`src/design/srbt_pkg.sv`:
```
package srbt_pkg;

  localparam int BYTE_W  = 8;
  localparam int COUNT_W = 16;
  localparam int KIND_W  = 3;
  localparam int ERR_W   = 2;
  localparam int OP_W    = 2;

  localparam logic [BYTE_W-1:0] CR_CODE = 8'h0D;

  typedef enum logic [OP_W-1:0] {
    OP_RX_BYTE  = 2'd0,
    OP_RD_REQ   = 2'd1,
    OP_WR_REQ   = 2'd2,
    OP_TX_READY = 2'd3
  } op_t;

  typedef enum logic [KIND_W-1:0] {
    KIND_RBYTE = 3'd0,
    KIND_RDONE = 3'd1,
    KIND_TBYTE = 3'd2,
    KIND_WDONE = 3'd3,
    KIND_ERROR = 3'd4
  } kind_t;

  typedef enum logic [ERR_W-1:0] {
    ERR_NONE     = 2'd0,
    ERR_NOT_OPEN = 2'd1,
    ERR_BUSY     = 2'd2
  } err_t;

  typedef enum logic [1:0] {
    DEV_IDLE    = 2'd0,
    DEV_READING = 2'd1,
    DEV_WRITING = 2'd2
  } dev_t;

  typedef enum logic [2:0] {
    ST_IDLE,
    ST_EXEC,
    ST_RLOOP,
    ST_RDATA,
    ST_RDONE
  } fsm_t;

  // result of the shared counter unit
  typedef struct packed {
    logic [COUNT_W-1:0] inc;
    logic               below;
    logic               reach;
  } cnt_res_t;

endpackage

```
`src/design/srbt_ram.sv`:
```
module srbt_ram #(
  parameter int WIDTH = 8,
  parameter int DEPTH = 16
) (
  input  logic                     clk,
  input  logic                     wr_en,
  input  logic [$clog2(DEPTH)-1:0] wr_addr,
  input  logic [WIDTH-1:0]         wr_data,
  input  logic                     rd_en,
  input  logic [$clog2(DEPTH)-1:0] rd_addr,
  output logic [WIDTH-1:0]         rd_data
);

  logic [WIDTH-1:0] mem [DEPTH];
  logic [WIDTH-1:0] rd_data_r;

  always_ff @(posedge clk) begin
    if (wr_en) begin
      mem[wr_addr] <= wr_data;
    end
    if (rd_en) begin
      rd_data_r <= mem[rd_addr];
    end
  end

  assign rd_data = rd_data_r;

endmodule

```
`src/design/srbt_cnt_unit.sv`:
```
module srbt_cnt_unit (
  input  logic [srbt_pkg::COUNT_W-1:0] cur,
  input  logic [srbt_pkg::COUNT_W-1:0] tgt,
  output srbt_pkg::cnt_res_t           res
);

  logic [srbt_pkg::COUNT_W:0] sum;

  // one increment and two compares, shared by the read and write counters
  assign sum       = {1'b0, cur} + {{srbt_pkg::COUNT_W{1'b0}}, 1'b1};
  assign res.inc   = sum[srbt_pkg::COUNT_W-1:0];
  assign res.below = cur < tgt;
  assign res.reach = sum >= {1'b0, tgt};

endmodule

```
`src/design/serial_ring_buffer_transfer.sv`:
```
// channel  | handshake                 | payload
// in       | in_valid / in_stall       | in_opcode, in_data_byte, in_request_count
// out      | out_valid / out_stall     | out_result_kind, out_byte, out_done_count,
//          |                           | out_error_code, out_last
// cfg      | cfg_valid / cfg_ready     | cfg_port_open
//
// one beat in is taken from the idle state, then the sequencer runs it: a received byte,
// transmit ready or a request that answers at once is served in the execute state; a read
// request drains ring entries until the count is met or a carriage return is read, then
// completes, or leaves the read open if the ring runs empty first.
// the ring is a ram with registered read, so each drained entry passes an address state
// and a data state. out_stall holds the sequencer at any cycle that emits.
// rst_n is synchronous; ring contents are not cleared and need no pass after reset.
module serial_ring_buffer_transfer #(
  parameter int RING_DEPTH = 16
) (
  input  logic        clk,
  input  logic        rst_n,
  input  logic        in_valid,
  output logic        in_stall,
  input  logic [1:0]  in_opcode,
  input  logic [7:0]  in_data_byte,
  input  logic [15:0] in_request_count,
  output logic        out_valid,
  input  logic        out_stall,
  output logic [2:0]  out_result_kind,
  output logic [7:0]  out_byte,
  output logic [15:0] out_done_count,
  output logic [1:0]  out_error_code,
  output logic        out_last,
  input  logic        cfg_valid,
  output logic        cfg_ready,
  input  logic        cfg_port_open
);

  localparam int PTR_W  = $clog2(RING_DEPTH);
  localparam int FILL_W = $clog2(RING_DEPTH + 1);
  localparam int CW     = srbt_pkg::COUNT_W;
  localparam int BW     = srbt_pkg::BYTE_W;

  // sequencer and latched beat
  srbt_pkg::fsm_t  state_r, state_nxt;
  srbt_pkg::op_t   op_r, op_nxt;
  logic [BW-1:0]   byte_r, byte_nxt;
  logic [CW-1:0]   cnt_r, cnt_nxt;

  // device state
  logic            port_open_r, port_open_nxt;
  srbt_pkg::dev_t  status_r, status_nxt;
  logic [PTR_W-1:0]  wptr_r, wptr_nxt;
  logic [PTR_W-1:0]  rptr_r, rptr_nxt;
  logic [FILL_W-1:0] fill_r, fill_nxt;
  logic [CW-1:0]   rd_tgt_r, rd_tgt_nxt;
  logic [CW-1:0]   rd_done_r, rd_done_nxt;
  logic [CW-1:0]   wr_tgt_r, wr_tgt_nxt;
  logic [CW-1:0]   wr_done_r, wr_done_nxt;

  // output register
  logic              out_valid_r, out_valid_nxt;
  srbt_pkg::kind_t   out_kind_r;
  logic [BW-1:0]     out_byte_r;
  logic [CW-1:0]     out_count_r;
  srbt_pkg::err_t    out_err_r;
  logic              out_last_r;

  // emit request from the sequencer
  logic            emit;
  srbt_pkg::kind_t e_kind;
  logic [BW-1:0]   e_byte;
  logic [CW-1:0]   e_count;
  srbt_pkg::err_t  e_err;
  logic            e_last;

  logic            slot_free;
  logic            ram_we, ram_re;
  logic [BW-1:0]   ram_q;
  logic [CW-1:0]   u_cur, u_tgt;
  srbt_pkg::cnt_res_t u;
  logic            rx_reading;
  logic            rx_finish;

  assign slot_free = !out_valid_r || !out_stall;

  // ring store
  srbt_ram #(
    .WIDTH (BW),
    .DEPTH (RING_DEPTH)
  ) u_ring (
    .clk     (clk),
    .wr_en   (ram_we),
    .wr_addr (wptr_r),
    .wr_data (byte_r),
    .rd_en   (ram_re),
    .rd_addr (rptr_r),
    .rd_data (ram_q)
  );

  // the shared counter unit works on the write counter only for transmit ready
  always_comb begin
    if (state_r == srbt_pkg::ST_EXEC && op_r == srbt_pkg::OP_TX_READY) begin
      u_cur = wr_done_r;
      u_tgt = wr_tgt_r;
    end else begin
      u_cur = rd_done_r;
      u_tgt = rd_tgt_r;
    end
  end

  srbt_cnt_unit u_cnt (
    .cur (u_cur),
    .tgt (u_tgt),
    .res (u)
  );

  // a live byte during a read; carriage return or a met count ends it at once
  assign rx_reading = port_open_r && status_r == srbt_pkg::DEV_READING;
  assign rx_finish  = byte_r == srbt_pkg::CR_CODE || !u.below;

  // next state
  always_comb begin
    state_nxt = state_r;
    case (state_r)
      srbt_pkg::ST_IDLE: begin
        if (in_valid) begin
          state_nxt = srbt_pkg::ST_EXEC;
        end
      end
      srbt_pkg::ST_EXEC: begin
        case (op_r)
          srbt_pkg::OP_RX_BYTE: begin
            if (!rx_reading) begin
              state_nxt = srbt_pkg::ST_IDLE;
            end else if (slot_free) begin
              state_nxt = (!rx_finish && u.reach) ? srbt_pkg::ST_RDONE : srbt_pkg::ST_IDLE;
            end
          end
          srbt_pkg::OP_RD_REQ, srbt_pkg::OP_WR_REQ: begin
            if (port_open_r && status_r == srbt_pkg::DEV_IDLE
                && op_r == srbt_pkg::OP_RD_REQ) begin
              state_nxt = srbt_pkg::ST_RLOOP;
            end else if (slot_free) begin
              state_nxt = srbt_pkg::ST_IDLE;
            end
          end
          srbt_pkg::OP_TX_READY: begin
            if (!(port_open_r && status_r == srbt_pkg::DEV_WRITING) || slot_free) begin
              state_nxt = srbt_pkg::ST_IDLE;
            end
          end
          default: state_nxt = srbt_pkg::ST_IDLE;
        endcase
      end
      srbt_pkg::ST_RLOOP: begin
        if (fill_r != '0 && u.below) begin
          state_nxt = srbt_pkg::ST_RDATA;
        end else if (!u.below) begin
          state_nxt = srbt_pkg::ST_RDONE;
        end else begin
          state_nxt = srbt_pkg::ST_IDLE;
        end
      end
      srbt_pkg::ST_RDATA: begin
        if (ram_q == srbt_pkg::CR_CODE) begin
          state_nxt = srbt_pkg::ST_RDONE;
        end else if (slot_free) begin
          if (u.reach) begin
            state_nxt = srbt_pkg::ST_RDONE;
          end else if (fill_r == '0) begin
            state_nxt = srbt_pkg::ST_IDLE;
          end else begin
            state_nxt = srbt_pkg::ST_RLOOP;
          end
        end
      end
      srbt_pkg::ST_RDONE: begin
        if (slot_free) begin
          state_nxt = srbt_pkg::ST_IDLE;
        end
      end
      default: state_nxt = srbt_pkg::ST_IDLE;
    endcase
  end

  // datapath and outputs of the sequencer
  always_comb begin
    op_nxt        = op_r;
    byte_nxt      = byte_r;
    cnt_nxt       = cnt_r;
    port_open_nxt = port_open_r;
    status_nxt    = status_r;
    wptr_nxt      = wptr_r;
    rptr_nxt      = rptr_r;
    fill_nxt      = fill_r;
    rd_tgt_nxt    = rd_tgt_r;
    rd_done_nxt   = rd_done_r;
    wr_tgt_nxt    = wr_tgt_r;
    wr_done_nxt   = wr_done_r;
    emit          = 1'b0;
    e_kind        = srbt_pkg::KIND_RBYTE;
    e_byte        = '0;
    e_count       = '0;
    e_err         = srbt_pkg::ERR_NONE;
    e_last        = 1'b1;
    ram_we        = 1'b0;
    ram_re        = 1'b0;
    in_stall      = 1'b1;
    cfg_ready     = 1'b0;

    case (state_r)
      srbt_pkg::ST_IDLE: begin
        in_stall  = 1'b0;
        cfg_ready = 1'b1;
        op_nxt    = srbt_pkg::op_t'(in_opcode);
        byte_nxt  = in_data_byte;
        cnt_nxt   = in_request_count;
        if (cfg_valid) begin
          port_open_nxt = cfg_port_open;
        end
      end
      srbt_pkg::ST_EXEC: begin
        case (op_r)
          srbt_pkg::OP_RX_BYTE: begin
            if (port_open_r && status_r != srbt_pkg::DEV_READING) begin
              // full ring drops the byte
              if (fill_r < FILL_W'(RING_DEPTH)) begin
                ram_we   = 1'b1;
                wptr_nxt = (wptr_r == PTR_W'(RING_DEPTH - 1)) ? '0 : wptr_r + 1'b1;
                fill_nxt = fill_r + 1'b1;
              end
            end else if (rx_reading && slot_free) begin
              emit = 1'b1;
              if (rx_finish) begin
                e_kind     = srbt_pkg::KIND_RDONE;
                e_count    = rd_done_r;
                status_nxt = srbt_pkg::DEV_IDLE;
              end else begin
                e_kind      = srbt_pkg::KIND_RBYTE;
                e_byte      = byte_r;
                e_count     = u.inc;
                e_last      = !u.reach;
                rd_done_nxt = u.inc;
              end
            end
          end
          srbt_pkg::OP_RD_REQ, srbt_pkg::OP_WR_REQ: begin
            if (!port_open_r) begin
              if (slot_free) begin
                emit   = 1'b1;
                e_kind = srbt_pkg::KIND_ERROR;
                e_err  = srbt_pkg::ERR_NOT_OPEN;
              end
            end else if (status_r != srbt_pkg::DEV_IDLE) begin
              if (slot_free) begin
                emit   = 1'b1;
                e_kind = srbt_pkg::KIND_ERROR;
                e_err  = srbt_pkg::ERR_BUSY;
              end
            end else if (op_r == srbt_pkg::OP_RD_REQ) begin
              rd_tgt_nxt  = cnt_r;
              rd_done_nxt = '0;
              status_nxt  = srbt_pkg::DEV_READING;
            end else if (slot_free) begin
              emit       = 1'b1;
              wr_tgt_nxt = cnt_r;
              if (cnt_r == '0) begin
                e_kind      = srbt_pkg::KIND_WDONE;
                wr_done_nxt = '0;
              end else begin
                e_kind      = srbt_pkg::KIND_TBYTE;
                e_byte      = byte_r;
                e_count     = CW'(1);
                wr_done_nxt = CW'(1);
                status_nxt  = srbt_pkg::DEV_WRITING;
              end
            end
          end
          srbt_pkg::OP_TX_READY: begin
            if (port_open_r && status_r == srbt_pkg::DEV_WRITING && slot_free) begin
              emit = 1'b1;
              if (u.below) begin
                e_kind      = srbt_pkg::KIND_TBYTE;
                e_byte      = byte_r;
                e_count     = u.inc;
                wr_done_nxt = u.inc;
              end else begin
                e_kind     = srbt_pkg::KIND_WDONE;
                e_count    = wr_done_r;
                status_nxt = srbt_pkg::DEV_IDLE;
              end
            end
          end
          default: ;
        endcase
      end
      srbt_pkg::ST_RLOOP: begin
        // drain: address cycle for the next ring entry
        if (fill_r != '0 && u.below) begin
          ram_re   = 1'b1;
          rptr_nxt = (rptr_r == PTR_W'(RING_DEPTH - 1)) ? '0 : rptr_r + 1'b1;
          fill_nxt = fill_r - 1'b1;
        end
      end
      srbt_pkg::ST_RDATA: begin
        // carriage return is consumed silently, completion follows
        if (ram_q != srbt_pkg::CR_CODE && slot_free) begin
          emit        = 1'b1;
          e_kind      = srbt_pkg::KIND_RBYTE;
          e_byte      = ram_q;
          e_count     = u.inc;
          e_last      = fill_r == '0 && !u.reach;
          rd_done_nxt = u.inc;
        end
      end
      srbt_pkg::ST_RDONE: begin
        if (slot_free) begin
          emit       = 1'b1;
          e_kind     = srbt_pkg::KIND_RDONE;
          e_count    = rd_done_r;
          status_nxt = srbt_pkg::DEV_IDLE;
        end
      end
      default: ;
    endcase
  end

  always_comb begin
    if (emit) begin
      out_valid_nxt = 1'b1;
    end else begin
      out_valid_nxt = out_valid_r && out_stall;
    end
  end

  always_ff @(posedge clk) begin
    if (!rst_n) begin
      state_r     <= srbt_pkg::ST_IDLE;
      port_open_r <= 1'b0;
      status_r    <= srbt_pkg::DEV_IDLE;
      wptr_r      <= '0;
      rptr_r      <= '0;
      fill_r      <= '0;
      rd_tgt_r    <= '0;
      rd_done_r   <= '0;
      wr_tgt_r    <= '0;
      wr_done_r   <= '0;
      out_valid_r <= 1'b0;
    end else begin
      state_r     <= state_nxt;
      port_open_r <= port_open_nxt;
      status_r    <= status_nxt;
      wptr_r      <= wptr_nxt;
      rptr_r      <= rptr_nxt;
      fill_r      <= fill_nxt;
      rd_tgt_r    <= rd_tgt_nxt;
      rd_done_r   <= rd_done_nxt;
      wr_tgt_r    <= wr_tgt_nxt;
      wr_done_r   <= wr_done_nxt;
      out_valid_r <= out_valid_nxt;
    end
  end

  // payload registers, no reset
  always_ff @(posedge clk) begin
    op_r   <= op_nxt;
    byte_r <= byte_nxt;
    cnt_r  <= cnt_nxt;
    if (emit) begin
      out_kind_r  <= e_kind;
      out_byte_r  <= e_byte;
      out_count_r <= e_count;
      out_err_r   <= e_err;
      out_last_r  <= e_last;
    end
  end

  assign out_valid       = out_valid_r;
  assign out_result_kind = out_kind_r;
  assign out_byte        = out_byte_r;
  assign out_done_count  = out_count_r;
  assign out_error_code  = out_err_r;
  assign out_last        = out_last_r;

`ifndef ASSERT_OFF
  // ring never overfills
  a_fill_bound: assert property (@(posedge clk) disable iff (!rst_n)
    fill_r <= FILL_W'(RING_DEPTH))
    else $error("ring fill above depth");

  // an empty ring has its pointers together
  a_empty_ptrs: assert property (@(posedge clk) disable iff (!rst_n)
    fill_r == '0 |-> wptr_r == rptr_r)
    else $error("empty ring with pointers apart");

  // a read completion returns the device to idle
  a_rdone_idle: assert property (@(posedge clk) disable iff (!rst_n)
    (emit && e_kind == srbt_pkg::KIND_RDONE) |=> status_r == srbt_pkg::DEV_IDLE)
    else $error("read completion left device busy");

  // nothing is emitted while waiting for a beat
  a_idle_quiet: assert property (@(posedge clk) disable iff (!rst_n)
    state_r == srbt_pkg::ST_IDLE |-> !emit)
    else $error("result emitted from idle");
`endif

endmodule
```
`config.mk`:
```
export PLATFORM = sky130hd
export DESIGN_NAME = serial_ring_buffer_transfer
export DESIGN_NICKNAME = d
export VERILOG_FILES = /design/src/design/srbt_pkg.sv /design/src/design/srbt_ram.sv /design/src/design/srbt_cnt_unit.sv /design/src/design/serial_ring_buffer_transfer.sv
export SDC_FILE = /design/constraint.sdc
export NUM_CORES = 1
export LEC_CHECK = 0
export BUFFER_PORTS_ARGS = -buffer_cell sky130_fd_sc_hd__buf_2
export CAP_MARGIN = 40
export CORE_ASPECT_RATIO = 1.75
export CORE_MARGIN = 3
export CORE_UTILIZATION = 45
export DETAILED_ROUTE_END_ITERATION = 12
export GPL_TIMING_DRIVEN = 1
export PLACE_DENSITY = 0.74
export SLEW_MARGIN = 20
export SYNTH_ARGS = -nofsm -noshare
export SYNTH_HDL_FRONTEND = slang
export SYNTH_SLANG_ARGS = --single-unit
export TNS_END_PERCENT = 100
```
`constraint.sdc`:
```
create_clock -name clk -period 4.65 [get_ports clk]
set_clock_uncertainty 0.1 [all_clocks]
set_input_delay 0 -clock clk [delete_from_list [all_inputs] [get_ports clk]]
set_output_delay 0 -clock clk [all_outputs]
set_load 0.1 [all_outputs]
```
# After elaboration in Yosys (flattened, before gate mapping)
# Memory sizes are Yosys's and may differ from the RTL's. A register that Yosys moved wholly into a read port is not among the register bits.
# Index checks and enable logic that the tools add are counted.
# totals
wordCells	239
inputBits	32
latch_bits	0
out_inout_bits	33
reg_bits	140
mem_bits_rw	128
n_memories	1
mem_bits_ro	0
# op_classes
order_cmp	3
n_mul	0
shift	0
n_bitwise	2
mux	123
n_eq_ne	41
add_sub_neg	5
n_reduce_logical	45
div_mod_pow	0
# memory_table
name	words	word_bits	rd	rd_ports_with_merged_regs	wr	line	source
u_ring.mem	16	8	1	1	1	srbt_ram.sv:14	logic [WIDTH-1:0] mem [DEPTH];
# ops
cell	count
$mux 16	20
$pmux 16 s2	3
$pmux 16 s3	2
$mux 8	11
$mux 3	15
$mux 1	36
$mux 2	18
$ne 3x3->1 const B	8
$pmux 8 s3	1
$mux 5	4
$pmux 3 s3	2
$add 16x1->17 const B	1
$ge 17x16->1	1
$eq 8x4->1 const B	2
$logic_not 16->1	1
$lt 16x16->1	1
$ne 2x2->1 const B	8
$pmux 8 s2	1
$pmux 3 s5	1
$logic_and 1x1->1	13
$ne 4x4->1 const B	3
$reduce_and 11->1	1
$ne 2x1->1 const B	5
$pmux 5 s2	1
other kinds (34)	60

# Logic depth before layout (Yosys ltp)
# Gate-level depths: netlist of run 1.
# logic_depth
depth_word	13
ltp_mapped	20
depth_no_buf	17

# Cells and area by module
# From an unflattened synthesis of run 1, not the netlist that was laid out.
# unflattened
hier_cells	1046
area_unflattened_um2	13142.6
# modules_own_cells
module	n_inst	seq_area_each_um2	area_per_inst_um2	cells_each
serial_ring_buffer_transfer	1	3363.2	6954.2	687
srbt_ram	1	4083.9	5227.5	229
srbt_cnt_unit	1	0.0	960.9	130

# Worst setup path after synthesis of run 1
# No wires, ideal clock.
# synth_path
kind	register to register
startpoint	register op_r[0]
endpoint	register out_count_r[12], in the netlist out_done_count[12], data pin
setup_time_ns	0.261
setup_slack_ns	0.229
path_buffers	5
path_stages_with_launch	16
t_arrival_ns	4.060
cell_sequence	edfxtp_1 -> ha_1 -> nand4bb_1 -> buf_2 -> buf_1 -> clkbuf_1 -> mux2i_1 -> ha_1 -> a21oi_1 -> nor3_1 -> a2111o_1 -> or3_1 -> buf_6 -> a21o_1 -> buf_6 -> a221o_1
# synth_between
elab_chain_cells	11
# synth_rtl
element	line	source
start, declared	serial_ring_buffer_transfer.sv:43	srbt_pkg::op_t op_r, op_nxt;
start signal, assigned	serial_ring_buffer_transfer.sv:364	op_r <= op_nxt;
$eq 2x2->1	serial_ring_buffer_transfer.sv:100, serial_ring_buffer_transfer.sv:221	
$logic_and 1x1->1	serial_ring_buffer_transfer.sv:100	if (state_r == srbt_pkg::ST_EXEC && op_r == srbt_pkg::OP_TX_READY) begin
$mux 16	serial_ring_buffer_transfer.sv:100	
$lt 16x16->1	srbt_cnt_unit.sv:12	assign res.below = cur < tgt;
$logic_not 1->1	-	
$logic_or 1x1->1	serial_ring_buffer_transfer.sv:117	assign rx_finish = byte_r == srbt_pkg::CR_CODE || !u.below;
$mux 16	serial_ring_buffer_transfer.sv:232	if (rx_finish) begin
$mux 16	serial_ring_buffer_transfer.sv:230	end else if (rx_reading && slot_free) begin
$mux 16	serial_ring_buffer_transfer.sv:223	if (port_open_r && status_r != srbt_pkg::DEV_READING) begin
$pmux 16 s3	serial_ring_buffer_transfer.sv:221	case (op_r)
$pmux 16 s3 *	serial_ring_buffer_transfer.sv:209	case (state_r)
via e_count[12]	serial_ring_buffer_transfer.sv:70	logic [CW-1:0] e_count;
end signal, assigned	serial_ring_buffer_transfer.sv:370	out_count_r <= e_count;
end, declared	serial_ring_buffer_transfer.sv:62	logic [CW-1:0] out_count_r;
# The timed path passes the listed nets; every way through them passes the cells marked *.
# A chain may end at the register's enable or synchronous reset.

# Worst setup path after layout of run 1
# layout_path
startpoint	register op_r[0]
endpoint	register state_r[1]
# layout_between
elab_chain_cells	9
# layout_rtl
element	line	source
$eq 2x2->1	serial_ring_buffer_transfer.sv:100, serial_ring_buffer_transfer.sv:129	
$logic_and 1x1->1	serial_ring_buffer_transfer.sv:100	
$mux 16	serial_ring_buffer_transfer.sv:100	
$add 16x1->17	srbt_cnt_unit.sv:10	assign sum = {1'b0, cur} + {{srbt_pkg::COUNT_W{1'b0}}, 1'b1};
$ge 17x16->1	srbt_cnt_unit.sv:13	assign res.reach = sum >= {1'b0, tgt};
$mux 3	serial_ring_buffer_transfer.sv:166	if (u.reach) begin
$mux 3	serial_ring_buffer_transfer.sv:165	end else if (slot_free) begin
$mux 3	serial_ring_buffer_transfer.sv:163	if (ram_q == srbt_pkg::CR_CODE) begin
$pmux 3 s5	serial_ring_buffer_transfer.sv:122	case (state_r)
end signal, assigned	serial_ring_buffer_transfer.sv:336	state_r <= srbt_pkg::ST_IDLE;
end signal, assigned	serial_ring_buffer_transfer.sv:348	state_r <= state_nxt;
end, declared	serial_ring_buffer_transfer.sv:42	srbt_pkg::fsm_t state_r, state_nxt;
# Several ways; a longest one is shown, not always the timed one. The select of a mux whose other input is x is not followed.

==> results of run 1 <==
power by group:
group	internal [uW]	leakage, uW	switching, uW
combinational	113	0.00247	263
sequential	2670	0.00246	48.8
clock	1340	0.000444	912
critical path: cells and delay by family, from the launching register on:
family                   cells  cell delay (ns)
AO/OA/AOI/OAI                6             1.18
AND/OR/NAND/NOR              7             0.93
adder cells (fa/ha/maj)      3             0.80
flip-flops                   1             0.46
buffers and inverters        2             0.44
XOR/XNOR                     1             0.32
synthesized netlist by cell type, types with 5 or more instances:
library cell,instances
a22oi_1,10
o21ai_0,25
a21o_1,6
ha_1,46
buf_2,15
mux2i_1,36
edfxtp_1,192
nor3_1,21
a21oi_1,63
o22ai_1,6
nor2_1,62
o21a_1,5
nor4_1,5
inv_1,34
nand2_1,129
nand2b_1,13
nor2b_1,9
o211ai_1,5
nand3_1,12
or4_1,5
xnor2_1,13
mux4_2,40
a22o_1,19
xor2_1,5
dfxtp_1,84
nand4_1,18
o221ai_1,5
a221o_1,7
clkbuf_1,28
sequential cells by signal, summed over array words and instances (netlist names), 5 cells and up:
register and cells:
u_ring.mem 128, rd_done_r 16, byte_r 8, fill_r 5, rd_tgt_r 16, wr_tgt_r 16, u_ring.rd_data 8, out_done_count 16
out_byte 8, wr_done_r 16, cnt_r 16
final timing paths:
| check | to | slack (ns) | cells after the start |
|---|---|---|---|
| hold / removal | cnt_r[12]$_DFFE_PP_ | 0.08 | 2 |
| setup reg to reg | state_r[1]$_SDFFE_PN0P_ | 0.29 | 19 |
| hold reg to reg | wr_tgt_r[2]$_SDFFE_PN0P_ | 0.36 | 2 |
| setup / recovery | state_r[1]$_SDFFE_PN0P_ | 0.29 | 19 |
timing repair:
action,CTS,global route
setup endpoints to repair,0,21
endpoints found under the hold margin,50,0
hold buffers,33,0
setup buffers,0,0
gates resized for setup,0,3
layout make-up:
cell class / count / area (um^2) / share of cell area (%)
repair buffers: 142 / 998 / 6.70
well taps: 373 / 467 / 3.13
diodes: 1 / 2.50 / 0.0168
inverters: 34 / 128 / 0.856
flip-flops and latches: 276 / 7450 / 49.9
multi-input cells: 652 / 4970 / 33.3
clock inverters: 13 / 211 / 1.42
clock buffers: 33 / 689 / 4.62
kinds of logic (layout without fill, tap and decap cells):
logic type | Yosys count | in the layout | share of synthesized area, %
flip-flops | 276 | 276 | 58.3
multiplexers | 80 | 80 | 10.2
buffers and inverters | 85 | 222 | 2.85
other | 0 | 1 | 0
AO/OA/AOI/OAI | 194 | 194 | 10.7
XOR/XNOR | 19 | 19 | 1.36
adder cells (fa/ha/maj) | 47 | 47 | 4.66
AND/OR/NAND/NOR | 312 | 312 | 11.9
routing by layer:
metal / vias to the layer above / global-route usage (%)
met5: - / 0
met4: 0 / 15.0
met3: 135 / 2.51
met2: 330 / 41.9
met1: 4363 / 21.3
li1: 4073 / -
metrics by stage:
stage | hold slack [ns] | area, um^2
2_1_floorplan | -0.00113 | 12800
3_3_place_gp | 0.0766 | 13600
3_5_place_dp | 0.0783 | 13600
4_1_cts | 0.0508 | 14900
5_1_grt | 0.0707 | 14900
6_report | 0.0764 | 14900
==> results.ini, run 1 <==
[drt]
drc=0
wire_per_inst_um=22.2
wl_met1_um=11200
drt_pass1_iterations=5
drt_iter0_markers=564
wl_met3_um=1270
ant_nets=0
via_per_inst=5.84
wl_um=33900
dr_wl_met2_um=18700
via_count=8901
route.top_layer_used=met4

[sta]
setup-tns-final_ns=0
setup_violations=0
slew_violations=0
rsz0062_at_grt=no
slew_headroom_pct=45.9
fmax_ghz=0.229
timing.final.crit_period_ns=4.36
hold_viol_final=0
tightestPinTransition_ns=0.809
finalCritPeriodShare_pct=93.8
timing.final.ws_setup_ns=0.286

[power]
power.total_uw=5350
power_density_mw_per_mm2=359
p_leak_uw=0.00537
ir_worst_vdd_mv=0.325

[synth]
synth-seq-area-share_pct=58.3
ys_types=83
yosys.area.top_type=edfxtp_1
yosys-top-cells-area=edfxtp_1, dfxtp_1, mux4_2, ha_1, nand2_1
synth_area_mm2=0.0128
synth_edf_count=192
synth_cells=1013
post_synth.cell_area_avg_um2=12.6
syn-num-nets=1092
yosys.area.top_type_share_pct=45.1
yosysWarnings=0
synthArstFlopShare_pct=0
ys.flop_type=edfxtp_1
ys_seq_elements=276

[critical_path]
worstPathCellList=ha_1 -> nand4bb_2 -> buf_12 -> nand2_1 -> nand2_1 -> ha_1 -> nand2_1 -> o22a_1 -> a21oi_1 -> xor2_1 -> ha_1 -> nand4_1 -> nor3_1 -> a21boi_0 -> o311ai_1 -> o311ai_1 -> buf_2 -> nor3_1 -> o311a_1
slowest_delay_ns=0.46
path_class=register to register
crit_slowest_cell=edfxtp_1
regToRegStartpoint=op_r[0]$_DFFE_PP_
crit_arrival_ns=4.70
cp-end-kind=register
cp-start-kind=register
required_ns=4.99
setup.worst_path.start=op_r[0]$_DFFE_PP_
critical_path.max_fanout=25

[grt]
grt_pass1_vias=8997
antenna_found_initial=1
grt_first_pass_wirelength_um=51200
grt_start_max_net_pins=57
overflow=0
grt_use_total_pct=21.9

[worst_hold_path]
hold_path_class=input port to register
hold_start=in_request_count[12]

[clock_tree]
numCtsBuffers=25
clockRootBuffer=clkbuf_16
clkLatencyLatePin_ns=0.55
cts_tree=done
h-tree-depth=1
cts_sinks=276
cts.clk_slew.worst_paths_ns=0.07
clock_path_buffers=3

[placed_design]
dp_hpwl_um=24800
place_inst=1440
gp_congestion=0.988
pre_cts_slack_ns=0.212
portBuffers=64

[run_status]
status=complete, no violations

[die]
num_rows=81
fp.coreArea_mm2=0.0280
die_y_um=229
die-area_mm2=0.0305
floorplan.initialDensity_pct=45.7
pin_count=65
die_w_um=133

[layout]
finish.utilization_pct=53.3
final_cell_mix=edfxtp_1, nand2_1, dfxtp_1
drive_above_1_share_pct=19.4
fin_cells=1524
final_common_cell=edfxtp_1
final_nets=1210
fillers=2405
synthToLayoutAreaGrowth_pct=16.8

[run]
drv_cap=0

(Power assumes the default switching activity.)
==> run 2, diff against run 1 <==
- RECOVER_POWER: not set -> 50
==> run 2 against run 1 <==
Effect of this change: the flow now finishes with violations (max-capacitance violations, max-slew violations); combinational power shrank 2%; via count is 0.46% lower; hold slack gained 0.0015 ns; critical endpoint is now out_byte[0]$_DFFE_PP_.
==> results.ini, run 2 (same netlist as run 1, synthesis figures left out) <==
[critical_path]
reg2reg_to=out_byte[0]$_DFFE_PP_
reg2reg_slack_ns=0.30  ; +0.02 ns
cp-start-kind=register
crit_end=out_byte[0]$_DFFE_PP_
critical_path.max_fanout=14  ; -44%
setup.worst_path.start=op_r[0]$_DFFE_PP_
crit_arrival_ns=4.65  ; -0.05 ns
required_ns=4.96  ; -0.03 ns
path_class=register to register
regToRegStartpoint=op_r[0]$_DFFE_PP_
cp-end-kind=register
r2r_cells=13  ; -6

[sta]
fmax_ghz=0.230  ; +0.42%
slew_violations=20  ; +20
hold_viol_final=0  ; unchanged
finalCritPeriodShare_pct=93.4  ; -0.39 points
setup_violations=0  ; unchanged
setup-tns-final_ns=0  ; unchanged
slew_headroom_pct=-3.55  ; -49 points
tightestPinTransition_ns=1.55  ; +0.744 ns
rsz0062_at_grt=no
timing.final.crit_period_ns=4.35  ; -0.0182 ns

[drt]
via_per_inst=5.81  ; -0.46%
ant_nets=0  ; unchanged
drc=0  ; unchanged
drt_iter0_markers=490  ; -13%
drt_pass1_iterations=5  ; unchanged
wire_per_inst_um=22.2  ; -0.19%
wl_um=33800  ; -0.19%
via_count=8860  ; -0.46%

[placed_design]
gp_congestion=0.988  ; unchanged
place_inst=1440  ; unchanged
dp_hpwl_um=24800  ; unchanged
portBuffers=64  ; unchanged

[layout]
final_nets=1210  ; unchanged
final_common_cell=edfxtp_1
finish.utilization_pct=53.0  ; -0.28 points
largest_reg_flops=128  ; unchanged
synthToLayoutAreaGrowth_pct=16.2
regMostFlops=u_ring.mem
fin_cells=1524  ; unchanged
final_cell_mix=edfxtp_1, nand2_1, dfxtp_1
drive_above_1_share_pct=15.5  ; -3.9 points

[die]
fp.coreArea_mm2=0.0280  ; unchanged
num_rows=81  ; unchanged
die_y_um=229  ; unchanged
die_w_um=133  ; unchanged
die-area_mm2=0.0305  ; unchanged
pin_count=65  ; unchanged
floorplan.initialDensity_pct=45.7  ; unchanged

[power]
p_leak_uw=0.00523  ; -2.5%
power.total_uw=5340  ; -0.17%
power_density_mw_per_mm2=360  ; +0.36%
ir_worst_vdd_mv=0.325  ; about the same

[clock_tree]
clkLatencyLatePin_ns=0.55  ; about the same
clock_path_buffers=3  ; unchanged
clockRootBuffer=clkbuf_16
cts_tree=done
cts_sinks=276  ; unchanged
cts.clk_slew.worst_paths_ns=0.07  ; about the same
cts_setup_buffers=0  ; unchanged
h-tree-depth=1  ; unchanged
numCtsBuffers=25  ; unchanged

[run_status]
status=finished, violations left
violations=max-capacitance violations, max-slew violations

[grt]
antenna_found_initial=1  ; unchanged
overflow=0  ; unchanged
grt_first_pass_wirelength_um=51200  ; unchanged
grt_pass1_vias=8997  ; unchanged
grt_start_max_net_pins=57  ; unchanged
grt_use_total_pct=21.9  ; unchanged

[worst_hold_path]
hold_path_class=input port to register
hold_start=in_request_count[12]

[run]
drv_cap=1  ; +1

[run 2: cell count changes in the layout (fill, tap and decap cells not counted)]
cell | previous run | this run
or2_2 | 4 | 3
nor3b_1 | 1 | 2
nor4b_2 | 1 | 0
buf_2 | 65 | 30
dfxtp_1 | 83 | 84
dfxtp_2 | 1 | 0
nor3b_2 | 1 | 0
nor4b_1 | 0 | 1
buf_4 | 43 | 37
clkbuf_1 | 4 | 45
or2_0 | 1 | 2
[run 2: worst max-delay path, cell delays in order (launching register included)]
cell and delay [ns]:
edfxtp_1 0.42, ha_1 0.33, and4bb_4 0.41, buf_4 0.20
mux2i_1 0.33, ha_1 0.33, a21oi_2 0.14, o21ai_1 0.07
a2111o_1 0.53, or3_1 0.42, buf_4 0.21, nor2_1 0.28
a21o_2 0.23, a22o_1 0.19
[run 2: report_power, final]
part / switching [uW] / total [uW] / internal, uW / leakage (uW)
Clock: 908 / 2240 / 1340 / 0.000444
Combinational: 263 / 369 / 106 / 0.00233
Sequential: 49.2 / 2720 / 2680 / 0.00246
Total: 1220 / 5340 / 4120 / 0.00523
[run 2: final cells by class]
type,instances,area [um^2]
antenna,1,2.50
clock inverter,13,211
fill,2434,13100
timing repair buffer,142,932
inverter,34,128
tap,373,467
multi-input combinational,652,4960
sequential,276,7450
clock buffer,33,689
[run 2: per-layer routing]
metal | wire length (um) | up-vias | global-route usage [%]
met1 | 11200 | 4348 | 21.3
met3 | 1240 | 133 | 2.51
li1 | - | 4074 | -
met4 | 2630 | 0 | 15.0
met5 | 0 | - | 0
met2 | 18700 | 305 | 41.9
[run 2: worst min path at each step]
| stage | end | slack [ns] | cells after the start |
|---|---|---|---|
| 4_1_cts | byte_r[4]$_DFFE_PP_ | 0.05 | 2 |
| 5_1_grt | cnt_r[4]$_DFFE_PP_ | 0.07 | 2 |
| 6_report | cnt_r[12]$_DFFE_PP_ | 0.08 | 2 |
| 3_3_place_gp | byte_r[4]$_DFFE_PP_ | 0.08 | 1 |
| 2_1_floorplan | byte_r[0]$_DFFE_PP_ | -0.001 | 0 |
| 3_5_place_dp | byte_r[2]$_DFFE_PP_ | 0.08 | 1 |
[run 2: repair_timing]
action                                  4_1_cts  5_1_grt
resized for setup                             0        3
hold buffers                                 33        0
endpoints found under the setup margin        0       21
endpoints found under the hold margin        50        0
[run 2: metrics by stage]
step           setup slack (ns)  hold slack [ns]  area [um^2]
3_3_place_gp              0.284           0.0766        13600
4_1_cts                   0.166           0.0508        14900
5_1_grt                  0.0430           0.0707        14800
2_1_floorplan             0.229         -0.00113        12800
3_5_place_dp              0.212           0.0783        13600
6_report                  0.305           0.0779        14800
